**src/hw/rtl/mse_pkg.sv**
```systemverilog
// Package for the merge sort engine.
// Holds the element data type and width shared by the top level.
// No dependencies.
package mse_pkg;

  localparam int unsigned DATA_W = 32;

  typedef logic signed [DATA_W-1:0] data_t;

endpackage

```
**src/hw/rtl/merge_sort_engine_top.sv**
```systemverilog
// Merge sort engine: collects a batch of signed 32-bit values, sorts them
// ascending (stable) with bottom-up merge passes between two RAMs, then
// streams them out. Depends on mse_pkg and mse_ram.
// Load: one beat per cycle. Sort: ceil(log2 n) passes, each merging run
// pairs element by element through the one comparator. Output: each beat
// is read, registered and held until out_tready. Sync active-low reset clears
// control only; RAM contents stay undefined until written.
module merge_sort_engine_top
  import mse_pkg::*;
#(
  parameter int unsigned MAX_ELEMENTS = 64,
  localparam int unsigned CNT_W  = $clog2(MAX_ELEMENTS + 1),
  localparam int unsigned ADDR_W = (MAX_ELEMENTS > 1) ? $clog2(MAX_ELEMENTS) : 1
) (
  input  logic              clk,
  input  logic              rst_n,
  input  logic              in_tvalid,
  output logic              in_tready,
  input  logic [DATA_W-1:0] in_tdata,   // [31:0] value
  input  logic              in_tlast,
  output logic              out_tvalid,
  input  logic              out_tready,
  output logic [DATA_W-1:0] out_tdata,  // [31:0] sorted_value
  output logic              out_tlast,
  output logic              out_tuser   // [0] dropped
);

  localparam int unsigned SUM_W = CNT_W + 1;

  typedef enum logic [3:0] {
    S_IDLE, S_START, S_RUN, S_HEAD_A, S_LD_A, S_LD_B, S_CMP,
    S_OUT_RD, S_OUT_LD, S_OUT_WAIT
  } state_t;

  state_t           state_r, state_nxt;
  logic [CNT_W-1:0] cnt_r, cnt_nxt;
  logic             ovf_r, ovf_nxt;
  logic             src_r, src_nxt;
  logic [CNT_W-1:0] wid_r, wid_nxt;
  logic [CNT_W-1:0] lo_r, lo_nxt;
  logic [CNT_W-1:0] mid_r, mid_nxt;
  logic [CNT_W-1:0] hi_r, hi_nxt;
  logic [CNT_W-1:0] a_r, a_nxt;
  logic [CNT_W-1:0] b_r, b_nxt;
  logic [CNT_W-1:0] k_r, k_nxt;
  data_t            ha_r, ha_nxt;
  data_t            hb_r, hb_nxt;
  logic             out_valid_r, out_valid_nxt;
  data_t            out_data_r, out_data_nxt;
  logic             out_last_r, out_last_nxt;
  logic             out_drop_r, out_drop_nxt;

  // RAM side
  logic              we0, we1;
  logic [ADDR_W-1:0] waddr, raddr;
  data_t             wdata;
  logic [DATA_W-1:0] rd0, rd1;
  data_t             rdata;

  // index arithmetic
  logic [SUM_W-1:0] lo_w, lo_2w, wid_2w, n_ext;
  logic [CNT_W-1:0] mid_calc, hi_calc;
  logic [CNT_W-1:0] a_inc, b_inc, k_inc;
  logic             take_a;

  mse_ram #(.WIDTH(DATA_W), .DEPTH(MAX_ELEMENTS)) u_store (
    .clk  (clk),
    .we   (we0),
    .waddr(waddr),
    .wdata(wdata),
    .raddr(raddr),
    .rdata(rd0)
  );

  mse_ram #(.WIDTH(DATA_W), .DEPTH(MAX_ELEMENTS)) u_merge (
    .clk  (clk),
    .we   (we1),
    .waddr(waddr),
    .wdata(wdata),
    .raddr(raddr),
    .rdata(rd1)
  );

  assign rdata  = src_r ? data_t'(rd1) : data_t'(rd0);
  assign n_ext  = {1'b0, cnt_r};
  assign wid_2w = {wid_r, 1'b0};
  assign lo_w   = {1'b0, lo_r} + {1'b0, wid_r};
  assign lo_2w  = {1'b0, lo_r} + wid_2w;
  assign mid_calc = (lo_w  > n_ext) ? cnt_r : lo_w[CNT_W-1:0];
  assign hi_calc  = (lo_2w > n_ext) ? cnt_r : lo_2w[CNT_W-1:0];
  assign a_inc  = a_r + CNT_W'(1);
  assign b_inc  = b_r + CNT_W'(1);
  assign k_inc  = k_r + CNT_W'(1);

  // the one comparator; a run that is used up never wins
  assign take_a = (a_r < mid_r) && ((b_r >= hi_r) || (ha_r <= hb_r));

  assign in_tready  = (state_r == S_IDLE);
  assign out_tvalid = out_valid_r;
  assign out_tdata  = out_data_r;
  assign out_tlast  = out_last_r;
  assign out_tuser  = out_drop_r;

  always_comb begin
    state_nxt     = state_r;
    cnt_nxt       = cnt_r;
    ovf_nxt       = ovf_r;
    src_nxt       = src_r;
    wid_nxt       = wid_r;
    lo_nxt        = lo_r;
    mid_nxt       = mid_r;
    hi_nxt        = hi_r;
    a_nxt         = a_r;
    b_nxt         = b_r;
    k_nxt         = k_r;
    ha_nxt        = ha_r;
    hb_nxt        = hb_r;
    out_valid_nxt = out_valid_r;
    out_data_nxt  = out_data_r;
    out_last_nxt  = out_last_r;
    out_drop_nxt  = out_drop_r;
    we0           = 1'b0;
    we1           = 1'b0;
    waddr         = k_r[ADDR_W-1:0];
    wdata         = take_a ? ha_r : hb_r;
    raddr         = k_r[ADDR_W-1:0];

    case (state_r)
      S_IDLE: begin
        if (in_tvalid) begin
          if (cnt_r < CNT_W'(MAX_ELEMENTS)) begin
            we0     = 1'b1;
            waddr   = cnt_r[ADDR_W-1:0];
            wdata   = data_t'(in_tdata);
            cnt_nxt = cnt_r + CNT_W'(1);
          end else begin
            ovf_nxt = 1'b1;
          end
          if (in_tlast) begin
            state_nxt = S_START;
          end
        end
      end

      S_START: begin
        wid_nxt = CNT_W'(1);
        lo_nxt  = '0;
        src_nxt = 1'b0;
        k_nxt   = '0;
        if (cnt_r <= CNT_W'(1)) begin
          state_nxt = S_OUT_RD;
        end else begin
          state_nxt = S_RUN;
        end
      end

      // set up one pair of runs and fetch the head of the first
      S_RUN: begin
        mid_nxt   = mid_calc;
        hi_nxt    = hi_calc;
        a_nxt     = lo_r;
        b_nxt     = mid_calc;
        k_nxt     = lo_r;
        raddr     = lo_r[ADDR_W-1:0];
        state_nxt = S_HEAD_A;
      end

      S_HEAD_A: begin
        ha_nxt = rdata;
        if (b_r < hi_r) begin
          raddr     = b_r[ADDR_W-1:0];
          state_nxt = S_LD_B;
        end else begin
          state_nxt = S_CMP;
        end
      end

      S_LD_A: begin
        ha_nxt    = rdata;
        state_nxt = S_CMP;
      end

      S_LD_B: begin
        hb_nxt    = rdata;
        state_nxt = S_CMP;
      end

      S_CMP: begin
        we0   = src_r;
        we1   = ~src_r;
        k_nxt = k_inc;
        if (take_a) begin
          a_nxt = a_inc;
          if (a_inc < mid_r) begin
            raddr     = a_inc[ADDR_W-1:0];
            state_nxt = S_LD_A;
          end
        end else begin
          b_nxt = b_inc;
          if (b_inc < hi_r) begin
            raddr     = b_inc[ADDR_W-1:0];
            state_nxt = S_LD_B;
          end
        end
        if (k_inc == hi_r) begin
          // run pair done
          if (lo_2w >= n_ext) begin
            src_nxt = ~src_r;
            lo_nxt  = '0;
            if (wid_2w >= n_ext) begin
              k_nxt     = '0;
              state_nxt = S_OUT_RD;
            end else begin
              wid_nxt   = wid_2w[CNT_W-1:0];
              state_nxt = S_RUN;
            end
          end else begin
            lo_nxt    = lo_2w[CNT_W-1:0];
            state_nxt = S_RUN;
          end
        end
      end

      S_OUT_RD: begin
        raddr     = k_r[ADDR_W-1:0];
        state_nxt = S_OUT_LD;
      end

      S_OUT_LD: begin
        out_valid_nxt = 1'b1;
        out_data_nxt  = rdata;
        out_last_nxt  = (k_inc == cnt_r);
        out_drop_nxt  = ovf_r;
        state_nxt     = S_OUT_WAIT;
      end

      S_OUT_WAIT: begin
        if (out_tready) begin
          out_valid_nxt = 1'b0;
          if (out_last_r) begin
            cnt_nxt   = '0;
            ovf_nxt   = 1'b0;
            state_nxt = S_IDLE;
          end else begin
            k_nxt     = k_inc;
            state_nxt = S_OUT_RD;
          end
        end
      end

      default: begin
        state_nxt = S_IDLE;
      end
    endcase
  end

  always_ff @(posedge clk) begin
    src_r      <= src_nxt;
    wid_r      <= wid_nxt;
    lo_r       <= lo_nxt;
    mid_r      <= mid_nxt;
    hi_r       <= hi_nxt;
    a_r        <= a_nxt;
    b_r        <= b_nxt;
    k_r        <= k_nxt;
    ha_r       <= ha_nxt;
    hb_r       <= hb_nxt;
    out_data_r <= out_data_nxt;
    out_last_r <= out_last_nxt;
    out_drop_r <= out_drop_nxt;
    if (!rst_n) begin
      state_r     <= S_IDLE;
      cnt_r       <= '0;
      ovf_r       <= 1'b0;
      out_valid_r <= 1'b0;
    end else begin
      state_r     <= state_nxt;
      cnt_r       <= cnt_nxt;
      ovf_r       <= ovf_nxt;
      out_valid_r <= out_valid_nxt;
    end
  end

endmodule

```
**src/hw/rtl/mse_ram.sv**
```systemverilog
// Generic single-write, single-read RAM with registered read data.
// Used for both element buffers of the merge sort engine.
// No dependencies.
module mse_ram #(
  parameter int unsigned WIDTH = 32,
  parameter int unsigned DEPTH = 64,
  localparam int unsigned ADDR_W = (DEPTH > 1) ? $clog2(DEPTH) : 1
) (
  input  logic              clk,
  input  logic              we,
  input  logic [ADDR_W-1:0] waddr,
  input  logic [WIDTH-1:0]  wdata,
  input  logic [ADDR_W-1:0] raddr,
  output logic [WIDTH-1:0]  rdata
);

  logic [WIDTH-1:0] mem [DEPTH];

  always_ff @(posedge clk) begin
    if (we) begin
      mem[waddr] <= wdata;
    end
    rdata <= mem[raddr];
  end

endmodule
```
**config.mk**
```make
export PLATFORM = sky130hd
export DESIGN_NAME = merge_sort_engine_top
export DESIGN_NICKNAME = d
export VERILOG_FILES = /design/src/hw/rtl/mse_pkg.sv /design/src/hw/rtl/merge_sort_engine_top.sv /design/src/hw/rtl/mse_ram.sv
export SDC_FILE = /design/constraint.sdc
export NUM_CORES = 2
export LEC_CHECK = 0
export CAP_MARGIN = 10
export CORE_MARGIN = 4
export CORE_UTILIZATION = 50
export CTS_BUF_LIST = sky130_fd_sc_hd__clkbuf_2 sky130_fd_sc_hd__clkbuf_4 sky130_fd_sc_hd__clkbuf_8
export DETAILED_ROUTE_END_ITERATION = 8
export DONT_BUFFER_PORTS = 1
export GPL_TIMING_DRIVEN = 1
export PLACE_DENSITY_LB_ADDON = 0.15
export SETUP_SLACK_MARGIN = 0.1
export SYNTH_ARGS = -nofsm -noshare
export SYNTH_HDL_FRONTEND = slang
export SYNTH_SLANG_ARGS = --single-unit
```
**constraint.sdc**
```tcl
create_clock -name clk -period 26.2 [get_ports clk]
set_input_delay 1.31 -clock clk [delete_from_list [all_inputs] [get_ports clk]]
set_output_delay 1.31 -clock clk [all_outputs]
set_load 0.01 [all_outputs]
```
==> flow_summary_export.csv <==
group,metric,value,unit
power_and_ir_drop,vdd_drop_max,0.0888,mV
route,wl_per_cell,34.2,um
setup_path,cp_max_fo,47,
route,viasPerCell,6.55,
synth,yosysMostFrequentCell,"edfxtp_1",
setup_path,critPathMostFrequentCell,"buf_4",
placement,hpwlAfterDp,324000,um
global_routing,overflow,0,
route,route.detailed.drc,0,
clocking,ctsLongestPathBuffers,4,
power_and_ir_drop,power.internal,12.8,mW
power_and_ir_drop,clock_power_share,28.1,%
timing,worst_pin_slew,1.34,ns
clocking,cts_buffers,690,
timing,rsz0062_at_grt,"false",
floorplanning,die_area,351000,um2
finish,fin_cells,17100,
clocking,cts_tree,"yes",
placement,io_buffer_count,0,
finish,synthToLayoutAreaGrowth,12.2,%
clocking,clock_latency,1.26,ns
clocking,cts_sinks,4321,
clocking,post_cts_buffers,0,
setup_path,end_kind,"flip-flop",
synth,ys.flop_type,"edfxtp_1",
synth,yosysUniqueCellTypes,87,
timing,fmax,0.126,GHz
power_and_ir_drop,combPwrFrac,30.4,%
setup_path,cp-start-kind,"flip-flop",
route,vias,112000,
floorplanning,die_h,592,um
synth,synth_top_cell_by_area,"edfxtp_1",
clocking,postCtsResizedCells,0,
timing,period_needed,7.94,ns
synth,yosysTopAreaCellShare,74.7,%
setup_path,path_class,"reg -> reg",
power_and_ir_drop,power_density,107,nW/um2
synth,synth_commonest_cells,"edfxtp_1, nand2_1, a21oi_1",
power_and_ir_drop,switching_share,37.5,%
synth,synthesis.area,171000,um2
global_routing,grt_pass1_vias,106000,
synth,post_synth_inst_count,11700,
timing,fin_skew,0.117,ns
global_routing,grt_max_degree,152,
timing,setup_tns,0,ns
route,drt-initial-drc-count,17800,
status,status,"finished, final reports clean",
setup_path,path_delay_family,"buffers and inverters",
clocking,cts_root_buf,"clkbuf_8",
synth,synth_edf_count,4244,
floorplanning,io_pins,73,
finish,fin_nets,12100,
floorplanning,die_x,592,um
finish,drive_gt1_share,14.9,%
route,routed_wl,586000,um
timing,setup-violations-final,0,
synth,syn_nets,11900,
setup_path,crit_slowest_cell,"buf_4",
timing,period_share,30.3,%
floorplanning,core,340000,um2
synth,ys_ff_latch,4321,
power_and_ir_drop,p_seq_share,41.5,%
synth,seq_area_frac_synth,75.6,%
setup_path,critPathRequiredTime,27.30,ns
timing,max_slew_margin,10.2,%
timing,finalHoldViolations,0,
synth,yosysWarnings,0,
placement,routabilityCongestion,0.885,
floorplanning,initial_core_util,50.2,%
run,maxCapViolCount,0,
floorplanning,num_rows,214,
timing,finalMaxSlewViolations,0,
placement,pre_cts_slack,18.30,ns
clocking,path_clk_slew,0.06,ns
placement,place_inst,15800,
synth,synth.avg_cell_area,14.6,um2
global_routing,grt_pass1_wl,812000,um
power_and_ir_drop,p_leak,63.7,nW
global_routing,grt_usage,32.6,%
placement,placed_cell_area,178000,um2
route,ant_nets,0,
setup_path,critPathMaxStageDelay,0.67,ns
finish,fin_area,191000,um2
setup_path,path_cells,"ha_1 > nand3_1 > xor2_1 > inv_1 > ha_1 > a21o_1 > a21oi_1 > and2_1 > a21oi_1 > nand2_1 > mux2i_4 > buf_4 > nor2_4 > buf_4 > buf_4 > buf_4 > buf_4 > buf_4 > mux2i_1 > o22ai_1 > a221oi_1 > a211oi_1 > or4_1",
global_routing,antenna_found_initial,60,
finish,fin_util,56.3,%
route,dr.pass1.iters,7,
clocking,hold_buffers,0,
setup_path,crit_arrival,9.04,ns
synth,netlist_top_cells_area,"edfxtp_1, nand2_1, a21oi_1",
power_and_ir_drop,switchingPower,7.69,mW
clocking,htree_levels,6,
hold_path,hold_path_class,"in -> reg",
timing,finalWorstSetupSlack,18.26,ns
setup_path,critPathBufInv,7,
synth,async_flop_share,0,%
## cells by family after synthesis
family	synth area share [%]
compound gates	9.88
xor+xnor	0.221
fa+ha+maj	0.728
buf+inv	2.33
flops	75.6
mux	2.56
simple gates	8.68
## power groups by stage
stage                     Combinational (mW)  Clock (mW)  Sequential, mW
after global routing                    6.46        6.13            8.50
final                                   6.23        5.77            8.52
after global placement                  5.96           0            8.65
after detailed placement                6.04           0            8.65
after floorplan                         3.26           0            8.72
after CTS                               6.05        5.81            8.50
## cell type report
class,count,area [um2]
Multi-Input combinational cell,6516,39400
Clock buffer,998,12100
Antenna cell,32,80.1
Clock inverter,253,1630
Sequential cell,4321,129000
Fill cell,26700,148000
Tap cell,4536,5680
Inverter,67,251
Timing Repair Buffer,404,3230
## through the flow
step | total power [mW] | hold WS [ns]
floorplan | 12.0 | 0.409
global placement | 14.6 | 0.416
detailed placement | 14.7 | 0.431
CTS | 20.4 | 0.0792
global route | 21.1 | 0.134
finish | 20.5 | 0.175
## worst register-to-register path, cell delays in order, from the launching register on
cell and delay (ns):
edfxtp_1 0.50, ha_1 0.28, nand3_1 0.13, xor2_1 0.28
inv_1 0.09, ha_1 0.19, a21o_1 0.17, a21oi_1 0.19
and2_1 0.45, a21oi_1 0.17, nand2_1 0.21, mux2i_4 0.09
buf_4 0.23, nor2_4 0.14, buf_4 0.49, buf_4 0.68
buf_4 0.68, buf_4 0.70, buf_4 0.69, mux2i_1 0.30
o22ai_1 0.10, a221oi_1 0.28, a211oi_1 0.18, or4_1 0.57
## flip-flops by register name, indices dropped and copies added, names as in the netlist
| name | cells |
|---|---|
| a_r | 7 |
| b_r | 7 |
| cnt_r | 7 |
| ha_r | 32 |
| hb_r | 32 |
| hi_r | 7 |
| k_r | 7 |
| lo_r | 7 |
| mid_r | 7 |
| out_tdata | 32 |
| out_tlast | 1 |
| out_tuser | 1 |
| out_tvalid | 1 |
| ovf_r | 1 |
| src_r | 1 |
| state_r | 4 |
| u_merge.mem | 2048 |
| u_merge.rdata | 32 |
| u_store.mem | 2048 |
| u_store.rdata | 32 |
| wid_r | 7 |
## path summary, 6_finish.rpt
check,from,endpoint,slack [ns],cells past startpoint
worst min register to register,ovf_r,out_tuser,0.44,0
worst min-delay path,rst_n,state_r[1],0.18,1
worst max register to register,a_r[0],u_merge.rdata[10],18.26,23
worst max-delay path,a_r[0],u_merge.rdata[10],18.26,23
## per-layer routing
metal  track usage [%]  vias to the layer above  wire [um]
met5                 0                        -        143
met4              13.0                       18      26600
met3              8.95                     1227      78900
met2              48.3                     8154     257000
met1              45.9                    56900     223000
li1                  -                    45900          -
## cells in the final DEF (no fill, tap or decap), types with 34 or more instances in the layout
master	instances
a21oi_1	717
nand3_1	332
a32oi_1	146
a31oi_1	270
dfxtp_1	77
nor2_1	124
clkinv_2	54
nand4_1	34
a211oi_1	321
inv_1	65
nor2_4	135
a221oi_1	211
clkbuf_4	268
ha_1	96
mux2_2	85
o21ai_0	227
nor4_1	55
o22ai_1	156
nand2_1	2290
o221ai_1	53
clkbuf_8	731
and3_1	285
clkinv_1	139
nor3_1	50
buf_4	383
edfxtp_1	4244
mux2i_1	292
Note: power is estimated with default switching activity, not from simulation.
